## src/sv/nfi_pkg.sv

```systemverilog
// ----------------------------------------------------------------------------
// nfi_pkg: shared types and constants of the force integrator
// Widths, register indexes, request codes and the front/back queue types.
// ----------------------------------------------------------------------------
package nfi_pkg;

  localparam int DATA_W        = 32;  // Q15.16 state and vector width
  localparam int DT_W          = 16;  // time step, unsigned Q0.16
  localparam int FRAC_BITS_DEF = 16;  // default fraction bits of the vectors
  localparam int QUEUE_DEPTH   = 2;   // entries between front and back
  localparam int CFG_IDX_W     = 1;   // configuration register index width
  localparam int REQ_W         = 2;   // request type code width

  // Configuration register indexes
  localparam logic [CFG_IDX_W-1:0] CFG_BODY_MASS = 1'b0;
  localparam logic [CFG_IDX_W-1:0] CFG_TIME_STEP = 1'b1;

  // Request type codes on the input channel
  localparam logic [REQ_W-1:0] REQ_CODE_FORCE = 2'd0;
  localparam logic [REQ_W-1:0] REQ_CODE_STEP  = 2'd1;
  localparam logic [REQ_W-1:0] REQ_CODE_LOAD  = 2'd2;

  // Register reset values
  localparam logic [DATA_W-1:0] MASS_RESET = 32'd65536;
  localparam logic [DT_W-1:0]   DT_RESET   = 16'd1092;

  // Classified request kind
  typedef enum logic [1:0] {
    KIND_FORCE,
    KIND_STEP,
    KIND_LOAD,
    KIND_NOP
  } req_kind_e;

  // One queued request
  typedef struct packed {
    req_kind_e                 kind;
    logic signed [DATA_W-1:0]  a_x;
    logic signed [DATA_W-1:0]  a_y;
    logic signed [DATA_W-1:0]  b_x;
    logic signed [DATA_W-1:0]  b_y;
  } req_t;

  // Head of the queue as seen by the back end
  typedef struct packed {
    logic valid;
    req_t req;
  } queue_head_t;

  // Back end sequencer states
  typedef enum logic [2:0] {
    ST_IDLE,
    ST_DIV_X,
    ST_DIV_Y,
    ST_MUL_A,
    ST_MUL_V,
    ST_MUL_A2,
    ST_UPDATE,
    ST_DONE
  } back_state_e;

endpackage

```

## src/sv/nfi_if.sv

```systemverilog
// ----------------------------------------------------------------------------
// nfi_if: channel interfaces of the force integrator
// Request, result and configuration write channels, valid/ready handshake.
// ----------------------------------------------------------------------------

// Request channel
interface nfi_req_if import nfi_pkg::*; ();
  logic                     valid;
  logic                     ready;
  logic [REQ_W-1:0]         req_type;
  logic signed [DATA_W-1:0] vec_a_x;
  logic signed [DATA_W-1:0] vec_a_y;
  logic signed [DATA_W-1:0] vec_b_x;
  logic signed [DATA_W-1:0] vec_b_y;

  modport source (output valid, req_type, vec_a_x, vec_a_y, vec_b_x, vec_b_y,
                  input  ready);
  modport sink   (input  valid, req_type, vec_a_x, vec_a_y, vec_b_x, vec_b_y,
                  output ready);
endinterface

// Result channel
interface nfi_res_if import nfi_pkg::*; ();
  logic                     valid;
  logic                     ready;
  logic signed [DATA_W-1:0] pos_x_out;
  logic signed [DATA_W-1:0] pos_y_out;
  logic signed [DATA_W-1:0] vel_x_out;
  logic signed [DATA_W-1:0] vel_y_out;
  logic signed [DATA_W-1:0] acc_x_out;
  logic signed [DATA_W-1:0] acc_y_out;
  logic                     zero_mass_error;
  logic                     saturated;

  modport source (output valid, pos_x_out, pos_y_out, vel_x_out, vel_y_out,
                         acc_x_out, acc_y_out, zero_mass_error, saturated,
                  input  ready);
  modport sink   (input  valid, pos_x_out, pos_y_out, vel_x_out, vel_y_out,
                         acc_x_out, acc_y_out, zero_mass_error, saturated,
                  output ready);
endinterface

// Configuration write channel
interface nfi_cfg_if import nfi_pkg::*; ();
  logic                 valid;
  logic                 ready;
  logic [CFG_IDX_W-1:0] index;
  logic [DATA_W-1:0]    data;

  modport source (output valid, index, data, input ready);
  modport sink   (input  valid, index, data, output ready);
endinterface

```

## src/sv/nfi_front.sv

```systemverilog
// ----------------------------------------------------------------------------
// nfi_front: request intake
// Accepts request transactions, classifies the type code and queues them
// for the back end.
// ----------------------------------------------------------------------------
module nfi_front import nfi_pkg::*; (
  input  logic        clk_i,
  input  logic        rst_ni,
  nfi_req_if.sink     req_i,
  output queue_head_t head_o,
  input  logic        pop_i
);

  localparam int PTR_W = $clog2(QUEUE_DEPTH);
  localparam int CNT_W = $clog2(QUEUE_DEPTH + 1);

  req_t             mem_q [QUEUE_DEPTH];
  logic [PTR_W-1:0] wr_ptr_q, wr_ptr_d;
  logic [PTR_W-1:0] rd_ptr_q, rd_ptr_d;
  logic [CNT_W-1:0] cnt_q, cnt_d;
  logic             push;
  logic             pop;
  req_t             in_req;

  // classify the incoming request
  always_comb begin
    in_req.a_x = req_i.vec_a_x;
    in_req.a_y = req_i.vec_a_y;
    in_req.b_x = req_i.vec_b_x;
    in_req.b_y = req_i.vec_b_y;
    unique case (req_i.req_type)
      REQ_CODE_FORCE: in_req.kind = KIND_FORCE;
      REQ_CODE_STEP:  in_req.kind = KIND_STEP;
      REQ_CODE_LOAD:  in_req.kind = KIND_LOAD;
      default:        in_req.kind = KIND_NOP;
    endcase
  end

  assign req_i.ready = (cnt_q != CNT_W'(QUEUE_DEPTH));
  assign push        = req_i.valid && req_i.ready;
  assign pop         = pop_i && (cnt_q != '0);

  // pointer and count update
  always_comb begin
    wr_ptr_d = wr_ptr_q;
    rd_ptr_d = rd_ptr_q;
    cnt_d    = cnt_q;
    if (push) begin
      wr_ptr_d = (wr_ptr_q == PTR_W'(QUEUE_DEPTH - 1)) ? '0 : wr_ptr_q + 1'b1;
    end
    if (pop) begin
      rd_ptr_d = (rd_ptr_q == PTR_W'(QUEUE_DEPTH - 1)) ? '0 : rd_ptr_q + 1'b1;
    end
    if (push && !pop) begin
      cnt_d = cnt_q + 1'b1;
    end else if (!push && pop) begin
      cnt_d = cnt_q - 1'b1;
    end
  end

  always_ff @(posedge clk_i or negedge rst_ni) begin
    if (!rst_ni) begin
      wr_ptr_q <= '0;
      rd_ptr_q <= '0;
      cnt_q    <= '0;
    end else begin
      wr_ptr_q <= wr_ptr_d;
      rd_ptr_q <= rd_ptr_d;
      cnt_q    <= cnt_d;
    end
  end

  // queue storage
  always_ff @(posedge clk_i) begin
    if (push) begin
      mem_q[wr_ptr_q] <= in_req;
    end
  end

  assign head_o.valid = (cnt_q != '0);
  assign head_o.req   = mem_q[rd_ptr_q];

endmodule

```

## src/sv/nfi_div.sv

```systemverilog
// ----------------------------------------------------------------------------
// nfi_div: serial magnitude divider
// Restoring division of (mag << FRAC_BITS) by a 32 bit divisor, one
// quotient bit per cycle.
// ----------------------------------------------------------------------------
module nfi_div import nfi_pkg::*; #(
  parameter int FRAC_BITS = FRAC_BITS_DEF,
  localparam int NUM_W = DATA_W + FRAC_BITS
) (
  input  logic              clk_i,
  input  logic              rst_ni,
  input  logic              start_i,
  input  logic [DATA_W-1:0] mag_i,
  input  logic [DATA_W-1:0] divisor_i,
  output logic              done_o,
  output logic [NUM_W-1:0]  quot_o
);

  localparam int CNT_W = $clog2(NUM_W);

  logic             busy_q;
  logic             done_q;
  logic [CNT_W-1:0] cnt_q;
  logic [DATA_W-1:0] rem_q;
  logic [NUM_W-1:0]  num_q;
  logic [NUM_W-1:0]  quot_q;
  logic [DATA_W:0]   trial;
  logic              fits;
  logic [DATA_W:0]   rem_next;
  logic              last;

  // one restoring step
  assign trial    = {rem_q, num_q[NUM_W-1]};
  assign fits     = (trial >= {1'b0, divisor_i});
  assign rem_next = fits ? (trial - {1'b0, divisor_i}) : trial;
  assign last     = (cnt_q == CNT_W'(NUM_W - 1));

  // control
  always_ff @(posedge clk_i or negedge rst_ni) begin
    if (!rst_ni) begin
      busy_q <= 1'b0;
      done_q <= 1'b0;
      cnt_q  <= '0;
    end else begin
      done_q <= busy_q && last;
      if (start_i) begin
        busy_q <= 1'b1;
        cnt_q  <= '0;
      end else if (busy_q) begin
        cnt_q <= cnt_q + 1'b1;
        if (last) begin
          busy_q <= 1'b0;
        end
      end
    end
  end

  // datapath
  always_ff @(posedge clk_i) begin
    if (start_i) begin
      rem_q  <= '0;
      num_q  <= {mag_i, {FRAC_BITS{1'b0}}};
      quot_q <= '0;
    end else if (busy_q) begin
      rem_q  <= rem_next[DATA_W-1:0];
      num_q  <= {num_q[NUM_W-2:0], 1'b0};
      quot_q <= {quot_q[NUM_W-2:0], fits};
    end
  end

  assign done_o = done_q;
  assign quot_o = quot_q;

endmodule

```

## src/sv/nfi_back.sv

```systemverilog
// ----------------------------------------------------------------------------
// nfi_back: execution back end
// Holds the body state and configuration, sequences force add, load and
// integration step through the divider and one shared multiplier, and
// registers the result transaction.
// ----------------------------------------------------------------------------
module nfi_back import nfi_pkg::*; #(
  parameter int FRAC_BITS = FRAC_BITS_DEF
) (
  input  logic        clk_i,
  input  logic        rst_ni,
  input  queue_head_t head_i,
  output logic        pop_o,
  nfi_cfg_if.sink     cfg_i,
  nfi_res_if.source   res_o
);

  localparam int NUM_W  = DATA_W + FRAC_BITS;
  localparam int ADT_W  = DATA_W + DT_W;       // a*dt, v*dt
  localparam int ADT2_W = DATA_W + 2 * DT_W;   // a*dt*dt
  localparam int PROD_W = ADT_W + DT_W + 1;
  localparam int SUM_W  = DATA_W + 4;
  localparam logic signed [ADT_W:0]  HALF_DT  = (ADT_W + 1)'(2 ** (DT_W - 1));
  localparam logic signed [ADT2_W:0] HALF_DT2 = (ADT2_W + 1)'(64'd1 << (2 * DT_W));
  localparam logic signed [DATA_W-1:0] S_MAX = {1'b0, {(DATA_W - 1){1'b1}}};
  localparam logic signed [DATA_W-1:0] S_MIN = {1'b1, {(DATA_W - 1){1'b0}}};

  // clip check and clip value of a wide signed sum
  function automatic logic ovf(input logic signed [SUM_W-1:0] x);
    ovf = !((&x[SUM_W-1:DATA_W-1]) || !(|x[SUM_W-1:DATA_W-1]));
  endfunction

  function automatic logic signed [DATA_W-1:0] sat(input logic signed [SUM_W-1:0] x);
    if (ovf(x)) begin
      sat = x[SUM_W-1] ? S_MIN : S_MAX;
    end else begin
      sat = x[DATA_W-1:0];
    end
  endfunction

  back_state_e state_q, state_d;

  // configuration
  logic [DATA_W-1:0] mass_q;
  logic [DT_W-1:0]   dt_q;

  // body state
  logic signed [DATA_W-1:0] pos_x_q, pos_y_q, vel_x_q, vel_y_q;
  logic signed [DATA_W-1:0] acc_x_q, acc_y_q, fsum_x_q, fsum_y_q;
  logic                     axis_q;
  logic                     err_q, sat_q;

  // products
  logic signed [ADT_W-1:0]  adt_q, vdt_q;
  logic signed [ADT2_W-1:0] adt2_q;

  // result register
  logic                     res_valid_q;
  logic signed [DATA_W-1:0] res_pos_x_q, res_pos_y_q, res_vel_x_q, res_vel_y_q;
  logic signed [DATA_W-1:0] res_acc_x_q, res_acc_y_q;
  logic                     res_err_q, res_sat_q;

  logic              div_start;
  logic              div_done;
  logic [NUM_W-1:0]  quot;
  logic [DATA_W-1:0] div_src;
  logic [DATA_W-1:0] div_mag;
  logic              div_neg;
  logic              q_hi_any, pos_ovf, neg_ovf, acc_ovf;
  logic signed [DATA_W-1:0] acc_val;
  logic              out_load;
  logic              mass_zero;

  logic signed [SUM_W-1:0]  fadd_x, fadd_y;
  logic signed [DATA_W-1:0] a_sel, v_sel, p_sel;
  logic signed [ADT_W-1:0]  mul_a;
  logic signed [DT_W:0]     mul_b;
  logic signed [PROD_W-1:0] prod;
  logic signed [ADT_W:0]    vdt_rnd, adt_rnd;
  logic signed [ADT2_W:0]   adt2_rnd;
  logic signed [DATA_W:0]   v_inc, a_inc;
  logic signed [DATA_W-1:0] p_inc2;
  logic signed [SUM_W-1:0]  np, nv;

  assign mass_zero = (mass_q == '0);

  // configuration writes
  assign cfg_i.ready = 1'b1;

  always_ff @(posedge clk_i or negedge rst_ni) begin
    if (!rst_ni) begin
      mass_q <= MASS_RESET;
      dt_q   <= DT_RESET;
    end else if (cfg_i.valid) begin
      unique case (cfg_i.index)
        CFG_BODY_MASS: mass_q <= cfg_i.data;
        CFG_TIME_STEP: dt_q   <= cfg_i.data[DT_W-1:0];
      endcase
    end
  end

  // divider operand and signed acceleration from the quotient
  assign div_src = (state_q == ST_IDLE) ? fsum_x_q : fsum_y_q;
  assign div_mag = div_src[DATA_W-1] ? (~div_src + 1'b1) : div_src;
  assign div_neg = (state_q == ST_DIV_Y) ? fsum_y_q[DATA_W-1] : fsum_x_q[DATA_W-1];
  assign q_hi_any = |quot[NUM_W-1:DATA_W];
  assign pos_ovf  = q_hi_any || quot[DATA_W-1];
  assign neg_ovf  = q_hi_any || (quot[DATA_W-1] && (|quot[DATA_W-2:0]));
  assign acc_ovf  = div_neg ? neg_ovf : pos_ovf;
  assign acc_val  = div_neg ? (neg_ovf ? S_MIN : -$signed(quot[DATA_W-1:0]))
                            : (pos_ovf ? S_MAX : $signed(quot[DATA_W-1:0]));

  nfi_div #(
    .FRAC_BITS (FRAC_BITS)
  ) u_div (
    .clk_i     (clk_i),
    .rst_ni    (rst_ni),
    .start_i   (div_start),
    .mag_i     (div_mag),
    .divisor_i (mass_q),
    .done_o    (div_done),
    .quot_o    (quot)
  );

  // force accumulation sums
  assign fadd_x = {{(SUM_W - DATA_W){fsum_x_q[DATA_W-1]}}, fsum_x_q}
                + {{(SUM_W - DATA_W){head_i.req.a_x[DATA_W-1]}}, head_i.req.a_x};
  assign fadd_y = {{(SUM_W - DATA_W){fsum_y_q[DATA_W-1]}}, fsum_y_q}
                + {{(SUM_W - DATA_W){head_i.req.a_y[DATA_W-1]}}, head_i.req.a_y};

  // shared multiplier: operand chosen by step
  assign a_sel = axis_q ? acc_y_q : acc_x_q;
  assign v_sel = axis_q ? vel_y_q : vel_x_q;
  assign p_sel = axis_q ? pos_y_q : pos_x_q;
  assign mul_b = $signed({1'b0, dt_q});

  always_comb begin
    unique case (state_q)
      ST_MUL_V:  mul_a = {{(ADT_W - DATA_W){v_sel[DATA_W-1]}}, v_sel};
      ST_MUL_A2: mul_a = adt_q;
      default:   mul_a = {{(ADT_W - DATA_W){a_sel[DATA_W-1]}}, a_sel};
    endcase
  end

  assign prod = mul_a * mul_b;

  // round to nearest, ties up, then the per-axis update sums
  assign vdt_rnd  = {vdt_q[ADT_W-1], vdt_q} + HALF_DT;
  assign adt_rnd  = {adt_q[ADT_W-1], adt_q} + HALF_DT;
  assign adt2_rnd = {adt2_q[ADT2_W-1], adt2_q} + HALF_DT2;
  assign v_inc    = $signed(vdt_rnd[ADT_W:DT_W]);
  assign a_inc    = $signed(adt_rnd[ADT_W:DT_W]);
  assign p_inc2   = $signed(adt2_rnd[ADT2_W:2 * DT_W + 1]);

  assign np = {{(SUM_W - DATA_W){p_sel[DATA_W-1]}}, p_sel}
            + {{(SUM_W - DATA_W - 1){v_inc[DATA_W]}}, v_inc}
            + {{(SUM_W - DATA_W){p_inc2[DATA_W-1]}}, p_inc2};
  assign nv = {{(SUM_W - DATA_W){v_sel[DATA_W-1]}}, v_sel}
            + {{(SUM_W - DATA_W - 1){a_inc[DATA_W]}}, a_inc};

  // next state
  always_comb begin
    state_d = state_q;
    unique case (state_q)
      ST_IDLE: begin
        if (head_i.valid) begin
          if (head_i.req.kind == KIND_STEP && !mass_zero) begin
            state_d = ST_DIV_X;
          end else begin
            state_d = ST_DONE;
          end
        end
      end
      ST_DIV_X: begin
        if (div_done) begin
          state_d = ST_DIV_Y;
        end
      end
      ST_DIV_Y: begin
        if (div_done) begin
          state_d = ST_MUL_A;
        end
      end
      ST_MUL_A:  state_d = ST_MUL_V;
      ST_MUL_V:  state_d = ST_MUL_A2;
      ST_MUL_A2: state_d = ST_UPDATE;
      ST_UPDATE: state_d = axis_q ? ST_DONE : ST_MUL_A;
      ST_DONE: begin
        if (out_load) begin
          state_d = ST_IDLE;
        end
      end
      default: state_d = ST_IDLE;
    endcase
  end

  // sequencer outputs
  always_comb begin
    pop_o     = 1'b0;
    div_start = 1'b0;
    out_load  = 1'b0;
    unique case (state_q)
      ST_IDLE: begin
        pop_o     = head_i.valid;
        div_start = head_i.valid && (head_i.req.kind == KIND_STEP) && !mass_zero;
      end
      ST_DIV_X: div_start = div_done;
      ST_DONE:  out_load  = !res_valid_q || res_o.ready;
      default: ;
    endcase
  end

  always_ff @(posedge clk_i or negedge rst_ni) begin
    if (!rst_ni) begin
      state_q <= ST_IDLE;
    end else begin
      state_q <= state_d;
    end
  end

  // body state and flags
  always_ff @(posedge clk_i or negedge rst_ni) begin
    if (!rst_ni) begin
      pos_x_q  <= '0;
      pos_y_q  <= '0;
      vel_x_q  <= '0;
      vel_y_q  <= '0;
      acc_x_q  <= '0;
      acc_y_q  <= '0;
      fsum_x_q <= '0;
      fsum_y_q <= '0;
      axis_q   <= 1'b0;
      err_q    <= 1'b0;
      sat_q    <= 1'b0;
    end else begin
      unique case (state_q)
        ST_IDLE: begin
          if (head_i.valid) begin
            unique case (head_i.req.kind)
              KIND_FORCE: begin
                fsum_x_q <= sat(fadd_x);
                fsum_y_q <= sat(fadd_y);
                err_q    <= 1'b0;
                sat_q    <= ovf(fadd_x) || ovf(fadd_y);
              end
              KIND_STEP: begin
                err_q <= mass_zero;
                sat_q <= 1'b0;
              end
              KIND_LOAD: begin
                pos_x_q  <= head_i.req.a_x;
                pos_y_q  <= head_i.req.a_y;
                vel_x_q  <= head_i.req.b_x;
                vel_y_q  <= head_i.req.b_y;
                acc_x_q  <= '0;
                acc_y_q  <= '0;
                fsum_x_q <= '0;
                fsum_y_q <= '0;
                err_q    <= 1'b0;
                sat_q    <= 1'b0;
              end
              KIND_NOP: begin
                err_q <= 1'b0;
                sat_q <= 1'b0;
              end
            endcase
          end
        end
        ST_DIV_X: begin
          if (div_done) begin
            acc_x_q <= acc_val;
            sat_q   <= sat_q || acc_ovf;
          end
        end
        ST_DIV_Y: begin
          if (div_done) begin
            acc_y_q <= acc_val;
            sat_q   <= sat_q || acc_ovf;
            axis_q  <= 1'b0;
          end
        end
        ST_UPDATE: begin
          sat_q <= sat_q || ovf(np) || ovf(nv);
          if (axis_q) begin
            pos_y_q  <= sat(np);
            vel_y_q  <= sat(nv);
            fsum_x_q <= '0;
            fsum_y_q <= '0;
          end else begin
            pos_x_q <= sat(np);
            vel_x_q <= sat(nv);
            axis_q  <= 1'b1;
          end
        end
        default: ;
      endcase
    end
  end

  // product registers
  always_ff @(posedge clk_i) begin
    unique case (state_q)
      ST_MUL_A:  adt_q  <= prod[ADT_W-1:0];
      ST_MUL_V:  vdt_q  <= prod[ADT_W-1:0];
      ST_MUL_A2: adt2_q <= prod[ADT2_W-1:0];
      default: ;
    endcase
  end

  // result register
  always_ff @(posedge clk_i or negedge rst_ni) begin
    if (!rst_ni) begin
      res_valid_q <= 1'b0;
    end else if (out_load) begin
      res_valid_q <= 1'b1;
    end else if (res_o.ready) begin
      res_valid_q <= 1'b0;
    end
  end

  always_ff @(posedge clk_i) begin
    if (out_load) begin
      res_pos_x_q <= pos_x_q;
      res_pos_y_q <= pos_y_q;
      res_vel_x_q <= vel_x_q;
      res_vel_y_q <= vel_y_q;
      res_acc_x_q <= acc_x_q;
      res_acc_y_q <= acc_y_q;
      res_err_q   <= err_q;
      res_sat_q   <= sat_q;
    end
  end

  assign res_o.valid           = res_valid_q;
  assign res_o.pos_x_out       = res_pos_x_q;
  assign res_o.pos_y_out       = res_pos_y_q;
  assign res_o.vel_x_out       = res_vel_x_q;
  assign res_o.vel_y_out       = res_vel_y_q;
  assign res_o.acc_x_out       = res_acc_x_q;
  assign res_o.acc_y_out       = res_acc_y_q;
  assign res_o.zero_mass_error = res_err_q;
  assign res_o.saturated       = res_sat_q;

endmodule

```

## src/sv/newtonian_force_integrator_top.sv

```systemverilog
// ----------------------------------------------------------------------------
// newtonian_force_integrator_top: 2D point mass with fixed point integration
// Force add, integration step and load requests, one result per request.
// ----------------------------------------------------------------------------
// Every request transaction yields exactly one result transaction carrying
// the position, velocity and last acceleration after the request, plus the
// zero mass and saturation flags. Requests enter a two-entry queue, so up to
// two requests are accepted ahead while the back end works or a result
// waits. Force add, load, refused steps and the unused code go from the
// idle state straight to the done state. An integration step runs the
// serial restoring divider, which produces one quotient bit per cycle,
// once per axis, then for each axis makes three passes through the shared
// multiplier and an update of position and velocity. Configuration writes are
// always accepted and must be issued only while no request is in flight.
module newtonian_force_integrator_top import nfi_pkg::*; #(
  parameter int FRAC_BITS = FRAC_BITS_DEF
) (
  input  logic      clk_i,
  input  logic      rst_ni,
  nfi_req_if.sink   req_i,
  nfi_cfg_if.sink   cfg_i,
  nfi_res_if.source res_o
);

  queue_head_t head;
  logic        pop;

  // intake and queue
  nfi_front u_front (
    .clk_i  (clk_i),
    .rst_ni (rst_ni),
    .req_i  (req_i),
    .head_o (head),
    .pop_i  (pop)
  );

  // execution
  nfi_back #(
    .FRAC_BITS (FRAC_BITS)
  ) u_back (
    .clk_i  (clk_i),
    .rst_ni (rst_ni),
    .head_i (head),
    .pop_o  (pop),
    .cfg_i  (cfg_i),
    .res_o  (res_o)
  );

endmodule

```

## src/flat_wrapper.sv

```systemverilog
// flat-port wrapper written by rule: the top's interface ports become plain ports
module newtonian_force_integrator_top_flat import nfi_pkg::*;
#(
  parameter int FRAC_BITS = FRAC_BITS_DEF
)
  (clk_i, rst_ni, req_i_valid, req_i_req_type, req_i_vec_a_x, req_i_vec_a_y, req_i_vec_b_x, req_i_vec_b_y, req_i_ready, cfg_i_valid, cfg_i_index, cfg_i_data, cfg_i_ready, res_o_valid, res_o_pos_x_out, res_o_pos_y_out, res_o_vel_x_out, res_o_vel_y_out, res_o_acc_x_out, res_o_acc_y_out, res_o_zero_mass_error, res_o_saturated, res_o_ready);
  nfi_req_if req_i_i ();
  nfi_cfg_if cfg_i_i ();
  nfi_res_if res_o_i ();
  input  logic clk_i;
  input  logic rst_ni;
  input wire logic [$bits(req_i_i.valid)-1:0] req_i_valid;
  input wire logic [$bits(req_i_i.req_type)-1:0] req_i_req_type;
  input wire logic [$bits(req_i_i.vec_a_x)-1:0] req_i_vec_a_x;
  input wire logic [$bits(req_i_i.vec_a_y)-1:0] req_i_vec_a_y;
  input wire logic [$bits(req_i_i.vec_b_x)-1:0] req_i_vec_b_x;
  input wire logic [$bits(req_i_i.vec_b_y)-1:0] req_i_vec_b_y;
  output wire logic [$bits(req_i_i.ready)-1:0] req_i_ready;
  input wire logic [$bits(cfg_i_i.valid)-1:0] cfg_i_valid;
  input wire logic [$bits(cfg_i_i.index)-1:0] cfg_i_index;
  input wire logic [$bits(cfg_i_i.data)-1:0] cfg_i_data;
  output wire logic [$bits(cfg_i_i.ready)-1:0] cfg_i_ready;
  output wire logic [$bits(res_o_i.valid)-1:0] res_o_valid;
  output wire logic [$bits(res_o_i.pos_x_out)-1:0] res_o_pos_x_out;
  output wire logic [$bits(res_o_i.pos_y_out)-1:0] res_o_pos_y_out;
  output wire logic [$bits(res_o_i.vel_x_out)-1:0] res_o_vel_x_out;
  output wire logic [$bits(res_o_i.vel_y_out)-1:0] res_o_vel_y_out;
  output wire logic [$bits(res_o_i.acc_x_out)-1:0] res_o_acc_x_out;
  output wire logic [$bits(res_o_i.acc_y_out)-1:0] res_o_acc_y_out;
  output wire logic [$bits(res_o_i.zero_mass_error)-1:0] res_o_zero_mass_error;
  output wire logic [$bits(res_o_i.saturated)-1:0] res_o_saturated;
  input wire logic [$bits(res_o_i.ready)-1:0] res_o_ready;
  assign req_i_i.valid = req_i_valid;
  assign req_i_i.req_type = req_i_req_type;
  assign req_i_i.vec_a_x = req_i_vec_a_x;
  assign req_i_i.vec_a_y = req_i_vec_a_y;
  assign req_i_i.vec_b_x = req_i_vec_b_x;
  assign req_i_i.vec_b_y = req_i_vec_b_y;
  assign req_i_ready = req_i_i.ready;
  assign cfg_i_i.valid = cfg_i_valid;
  assign cfg_i_i.index = cfg_i_index;
  assign cfg_i_i.data = cfg_i_data;
  assign cfg_i_ready = cfg_i_i.ready;
  assign res_o_valid = res_o_i.valid;
  assign res_o_pos_x_out = res_o_i.pos_x_out;
  assign res_o_pos_y_out = res_o_i.pos_y_out;
  assign res_o_vel_x_out = res_o_i.vel_x_out;
  assign res_o_vel_y_out = res_o_i.vel_y_out;
  assign res_o_acc_x_out = res_o_i.acc_x_out;
  assign res_o_acc_y_out = res_o_i.acc_y_out;
  assign res_o_zero_mass_error = res_o_i.zero_mass_error;
  assign res_o_saturated = res_o_i.saturated;
  assign res_o_i.ready = res_o_ready;
  newtonian_force_integrator_top #(.FRAC_BITS(FRAC_BITS)) u_core (.clk_i(clk_i), .rst_ni(rst_ni), .req_i(req_i_i), .cfg_i(cfg_i_i), .res_o(res_o_i));
endmodule
```

## config.mk

```make
export PLATFORM = sky130hd
export DESIGN_NAME = newtonian_force_integrator_top_flat
export DESIGN_NICKNAME = d
export VERILOG_FILES = /design/src/sv/nfi_pkg.sv /design/src/sv/nfi_if.sv /design/src/sv/nfi_front.sv /design/src/sv/nfi_div.sv /design/src/sv/nfi_back.sv /design/src/sv/newtonian_force_integrator_top.sv /design/src/flat_wrapper.sv
export SDC_FILE = /design/constraint.sdc
export NUM_CORES = 2
export LEC_CHECK = 0
export BUFFER_PORTS_ARGS = -buffer_cell sky130_fd_sc_hd__clkbuf_2
export CAP_MARGIN = 0
export CELL_PAD_IN_SITES_DETAIL_PLACEMENT = 1
export CELL_PAD_IN_SITES_GLOBAL_PLACEMENT = 2
export CORE_MARGIN = 1.5
export CORE_UTILIZATION = 30
export CTS_BUF_LIST = sky130_fd_sc_hd__clkbuf_16
export CTS_CLUSTER_DIAMETER = 40
export CTS_CLUSTER_SIZE = 30
export DETAILED_ROUTE_END_ITERATION = 10
export GPL_TIMING_DRIVEN = 0
export HOLD_SLACK_MARGIN = 0.15
export PLACE_DENSITY_LB_ADDON = 0.1
export SLEW_MARGIN = 20
export SYNTH_ARGS = -nofsm -noshare
export SYNTH_HDL_FRONTEND = slang
export SYNTH_HIERARCHICAL = 1
export SYNTH_SLANG_ARGS = --single-unit
```

## constraint.sdc

```tcl
create_clock -name clk_i -period 12.7 [get_ports clk_i]
set_input_delay 3.81 -clock clk_i [delete_from_list [all_inputs] [get_ports clk_i]]
set_output_delay 3.81 -clock clk_i [all_outputs]
set_load 0.005 [all_outputs]
```

* Word level (Yosys, flattened, before mapping)
Memories as Yosys holds them, arrays and structs flattened.
Index checks and enable logic that the tools add are counted.
** Word-level totals
- Bits in registers :: 789
- Word-level logic and storage cells :: 229
- Memories kept :: 1
- Input bits :: 168
- Memory bits (writable) :: 260
** Memory list
- u_core.u_front.mem_q :: words 2, bits a word 130, read ports 1, clocked after memory_dff 0, wr ports 1, RTL line nfi_front.sv:17 : req_t mem_q [QUEUE_DEPTH];
** Cells by class
- $lt $le $gt $ge :: 1
- Reductions and logical operators :: 69
- Bitwise logic cells :: 2
- Add/subtract/negate cells :: 16
- Mux-type cells :: 81
- Eq/ne operators :: 23
- Multiply operators :: 1
** Operators by type and width (count)
- 32-bit 2-to-1 mux :: 35
- 32-bit case mux with 2 select lines :: 10
- 48-bit by 17-bit adder with 49-bit output, second input constant :: 2
- 48-bit 2-to-1 mux :: 2
- 48-bit case mux with 2 select lines :: 1
- 32-bit by 33-bit adder with 34-bit output :: 2
- 32-bit by 32-bit adder with 33-bit output :: 2
- 64-bit by 34-bit adder with 65-bit output, second input constant :: 1
- 48-bit by 17-bit multiplier with 64-bit output :: 1
- 34-bit by 32-bit adder with 35-bit output :: 1
- 33-bit by 32-bit >= comparator with 1-bit output :: 1
- 32-bit by 1-bit adder with 32-bit output, second input constant :: 1
- 32-bit zero test :: 1
- 32-bit negation :: 1
- 32-bit NOT :: 1
- 32-bit subtractor :: 1
- 31-bit OR reduction :: 1
- 3-bit case mux with 8 select lines :: 1
- 4-bit AND reduction :: 6
- 5-bit AND reduction :: 4
- 5-bit OR reduction :: 4
- 3-bit 2-to-1 mux :: 6
- 1-bit 2-to-1 mux :: 16
- 2-bit nonzero test :: 8
- other kinds (30) :: 84

* Logic depth before layout (Yosys ltp)
- Depth after elaboration :: 10
- Depth in mapped cells :: 33
- Depth with buffers taken out :: 28

* By module
Netlist, hierarchy kept.
** Modules (own cells, without submodules)
- nfi_back :: times used 1, cells each 6439, area each 60873.4 µm²
- nfi_front :: times used 1, cells each 425, area each 9958.3 µm²
- nfi_div :: times used 1, cells each 709, area each 6635.1 µm²

* Worst setup path before layout
OpenSTA, ideal clock, no wires.
- Kind :: in2reg
- From :: input res_o_ready
- To :: register u_core.u_back.res_acc_x_q[0] (netlist: u_core/u_back/res_o.acc_x_out[0]) (enable)
- Stages on the path :: 2
- Data required time :: 11948 ps
- Library setup time :: 752 ps
- Data arrival time :: 11932 ps
- Path slack :: 16 ps
- Path through :: nor2b_1 -> nor2_1
** On the way
- Cells in the longest elaborated chain, start to end :: 2
** Ends and longest elaborated chain
- from (decl) :: RTL line flat_wrapper.sv:32 : input wire logic [$bits(res_o_i.ready)-1:0] res_o_ready;
- 1-bit logical OR :: RTL line nfi_back.sv:208 : ST_DONE: out_load = !res_valid_q || res_o.ready;
- 1-bit 2-to-1 mux :: RTL line nfi_back.sv:202 : unique case (state_q)
- net u_core.u_back.out_load :: RTL line nfi_back.sv:71 : logic out_load;
- to (signal assigned) :: RTL line nfi_back.sv:327 : res_acc_x_q <= acc_x_q;
- to (decl) :: RTL line nfi_back.sv:60 : logic signed [DATA_W-1:0] res_acc_x_q, res_acc_y_q;
The timed path passes the listed nets, and every way through them passes these cells.
A chain may end at the register's enable or synchronous reset.

* Worst setup path after layout
- From :: register u_core.u_back.axis_q
- To :: register u_core.u_back.adt2_q[63] (data pin)
** On the way
- Cells in the longest elaborated chain, start to end :: 3
- Elaborated cells on any way between the ends :: 4
- Classes of those cells :: 1 x mul; 3 x mux
** Ends and longest elaborated chain
- from (decl) :: RTL line nfi_back.sv:50 : logic axis_q;
- from (signal assigned) :: RTL line nfi_back.sv:232 : axis_q <= 1'b0;
- from (signal assigned) :: RTL line nfi_back.sv:279 : axis_q <= 1'b0;
- from (signal assigned) :: RTL line nfi_back.sv:292 : axis_q <= 1'b1;
- 32-bit 2-to-1 mux, on equally long branches :: RTL line nfi_back.sv:132, nfi_back.sv:133
- 48-bit case mux with 2 select lines (*) :: RTL line nfi_back.sv:138 : unique case (state_q)
- 48-bit by 17-bit multiplier with 64-bit output (*) :: RTL line nfi_back.sv:145 : assign prod = mul_a * mul_b;
- net u_core.u_back.prod[63] :: RTL line nfi_back.sv:78 : logic signed [PROD_W-1:0] prod;
- to (signal assigned) :: RTL line nfi_back.sv:305 : ST_MUL_A2: adt2_q <= prod[ADT2_W-1:0];
- to (decl) :: RTL line nfi_back.sv:55 : logic signed [ADT2_W-1:0] adt2_q;
The timed path passes the listed nets; every way through them passes the cells marked *.

==> impl_metrics.yaml <==
routing:
  routed_via_density: 5.01
  routed_wl_mm: 317
  wl_per_cell_um: 27.0
  vias: 58800
  dr.pass1.iters: 5
  postRouteAntennaNets: 0
  drc: 0
  drt_iter0_drc: 3605
worst_hold_path:
  whs_path_depth: 0
  hold_start: "u_core/u_back/vel_y_q[18]$_DFFE_PN0P_"
  hp-class: "flip-flop to flip-flop"
  hold_end: "u_core/u_back/res_o.vel_y_out[18]$_DFFE_PP_"
floorplanning:
  start_util: 0.302
  fp.dieW_um: 511
  die_h_um: 511
  io_pins: 365
  row_count: 186
  fp.dieArea_mm2: 0.261
  coreArea_mm2: 0.257
setup_path:
  path_common_cell: "fa_1"
  crit_buf_inv: 6
  critPathCaptureType: "flip-flop"
  startpoint_type: "flip-flop"
  r2r_end: "u_core/u_back/adt2_q[63]$_DFFE_PN_"
  rr_startpoint: "u_core/u_back/axis_q$_DFFE_PN0P_"
  slowest_delay_ns: 0.91
  required_ns: 13.29
  crit_family: "compound AO/OA/AOI/OAI gates"
  worstSetupPathType: "flip-flop to flip-flop"
  r2r_setup_slack_ns: 0.44
  worstRegToRegCells: 25
  arrival_ns: 12.85
  slowest_stage: "o21ai_0"
  critPathLaunch: "u_core/u_back/axis_q$_DFFE_PN0P_"
  crit_fanout: 10
grt:
  antenna_found_initial: 22
  grt_util_met1: 0.343
  grt_use_met3: 0.0254
  grt_pass1_wl_mm: 461
  grt_usage: 0.242
  overflow: 0
  busiest_layer: "met2"
  use_met2: 0.393
  grt_pass1_vias: 63600
  grt_start_max_net_pins: 79
placement:
  dp_hpwl_mm: 260
  place_inst: 11400
  place_ws_ns: 0.298
  place_congestion: 0.883
  io_buffers: 361
final_layout:
  fill_cells: 28800
  syn_to_final_growth_pct: 18.0
  stdcell_count: 11700
  fin_nets: 9398
  drive_above_1_share: 0.136
sta:
  worst_hold_slack_ns: 0.407
  min_period_over_period: 0.965
  worst_slack_ns: 0.441
  skew_ns: 0.113
  finalSetupViolCount: 0
  drv_slew: 0
  slew_headroom: 0.186
  hold_viol_final: 0
  fmax_mhz: 81.6
  rsz0062_at_grt: "no"
  tightest_slew_ns: 1.22
  min_period_ns: 12.26
synthesis:
  yosysUniqueCellTypes: 111
  async_flop_share: 0.322
  ys.warnings.count: 6
  synth_nets: 8802
  syn_area_mm2: 0.0775
  syn-instance-count: 7573
  ys_seq_area_frac: 0.357
  avgSynthCellArea_um2: 10.2
  ys_ff_latch: 1002
  synth_edf_count: 599
  ys.flop_type: "edfxtp_1"
cts:
  clk_path_buf_depth: 3
  h-tree-depth: 4
  cts_tree: "built"
  cts_sinks: 1002
  numCtsBuffers: 195
  ctsHoldBuffers: 0
  clk_latency_ns: 0.87
  root_buffer: "clkbuf_16"
  cts_resized: 0
  path_clk_slew_ns: 0.05
  post-cts-setup-buffers: 0
job:
  max_cap_viol_count: 0
run_status:
  status: "finished, final reports clean"
state kept, by name, summed over array words and instances, names as in the netlist, 33 cells and up:
register,cells
u_core/u_back/vdt_q,33
u_core/u_back/adt_q,48
u_core/u_front/mem_q,260
u_core/u_back/u_div/quot_o,48
synth_stat cells, types with 9 or more instances:
cell,instances,area (um2)
a21oi_1,346,1730
a31oi_1,119,744
xnor2_1,199,1740
o211ai_1,49,368
edfxtp_1,599,18000
and2_1,331,2070
nand3_1,138,691
a22o_1,21,184
o21bai_1,28,210
o21ai_1,22,110
a221oi_1,10,87.6
o32a_1,15,150
or2_2,9,56.3
buf_2,29,145
o31ai_1,21,158
fa_1,746,14900
mux2_4,91,1370
nor2b_1,43,269
clkbuf_1,278,1040
nor3_1,57,285
nor4_1,25,156
nand4_1,50,313
buf_6,13,146
a21o_1,115,863
o31a_1,9,78.8
inv_1,926,3480
dfrtp_1,319,7980
o21ai_0,276,1380
or3_1,32,200
mux2i_1,156,1560
a211oi_1,35,263
dfxtp_1,80,1600
ha_1,315,3940
mux2_2,153,1720
nand2_1,969,3640
o21a_1,35,263
nand2b_1,70,438
buf_1,32,120
nor2_1,441,1660
and3_1,44,275
and4_1,20,175
xor2_1,124,1090
metal layers:
layer,up-vias,part of all wire
li1,26600,-
met1,30700,0.47
met2,1232,0.46
met3,274,0.038
met4,0,0.026
met5,-,0
placed cells by master (no fill, tap or decap), drive strengths merged, types with 18 or more instances in the layout:
master    synthesis  final
dfxtp            80     80
dfrtp           319    319
o211ai           49     49
a211oi           37     37
diode             0     18
clkinvlp          0     19
a21o            115    115
buf              83    121
a22o             21     21
clkinv            1     73
and4             21     21
nand2           971    971
clkbuf          278    834
nor4             26     26
a31oi           123    123
ha              315    315
nand4            50     50
nor2            443    443
o21bai           28     28
and3             44     44
mux2i           156    156
o31ai            26     26
xnor2           200    200
nor3             59     59
inv             926    984
xor2            124    124
a21oi           352    352
and2            332    332
or3              32     32
bufinv            0     26
edfxtp          599    599
mux2            245    245
nand2b           70     70
fa              746    746
nand3           139    139
nor2b            44     44
o21ai           300    300
o21a             35     35
worst max-delay path by stage:
stage / slack, ns / to / cells after the start
2_1_floorplan: 0.02 / u_core/u_back/res_o.acc_x_out[0]$_DFFE_PP_ / 2
3_3_place_gp: -5.32 / u_core/u_back/res_o.acc_x_out[1]$_DFFE_PP_ / 3
3_5_place_dp: 0.30 / u_core/u_back/adt2_q[63]$_DFFE_PN_ / 25
4_1_cts: 0.28 / u_core/u_back/adt2_q[63]$_DFFE_PN_ / 25
5_1_grt: 0.10 / u_core/u_back/adt2_q[63]$_DFFE_PN_ / 25
6_report: 0.44 / u_core/u_back/adt2_q[63]$_DFFE_PN_ / 25
cells by family after synthesis:
kind of cell / count (synthesis) / share of synthesized area
muxes: 401 / 0.0602
DFF: 1002 / 0.357
and+or+nand+nor: 2276 / 0.137
xor gates and xnor gates: 324 / 0.0367
AOI/OAI and AO/OA: 1220 / 0.100
other: 1 / 0.0000484
buffers and inverters: 1288 / 0.0647
adders and majority gates: 1061 / 0.244
through the flow:
| step | TNS (ns) | area (um2) | util |
|---|---|---|---|
| 2_1_floorplan | 0 | 77500 | - |
| 3_3_place_gp | -1464.05 | 83500 | 0.325 |
| 3_5_place_dp | 0 | 84400 | 0.329 |
| 4_1_cts | 0 | 91400 | 0.356 |
| 5_1_grt | 0 | 91400 | 0.356 |
| 6_report | 0 | 91400 | 0.356 |
cell type report:
type                            instances  area (um2)  share of cell area
Sequential cell                      1002       27700               0.303
Clock inverter                        175        2070              0.0227
Tap cell                             3384        4230              0.0463
Buffer                                361        1550              0.0170
Timing Repair Buffer                  399        2570              0.0281
Clock buffer                          195        4880              0.0534
Multi-Input combinational cell       5283       44900               0.491
Inverter                              927        3480              0.0381
Antenna cell                           18        45.0            0.000493
Power is left out: the tool's default activity adds up to more than one toggle a clock period on the data nets, which glitch-free logic cannot reach.
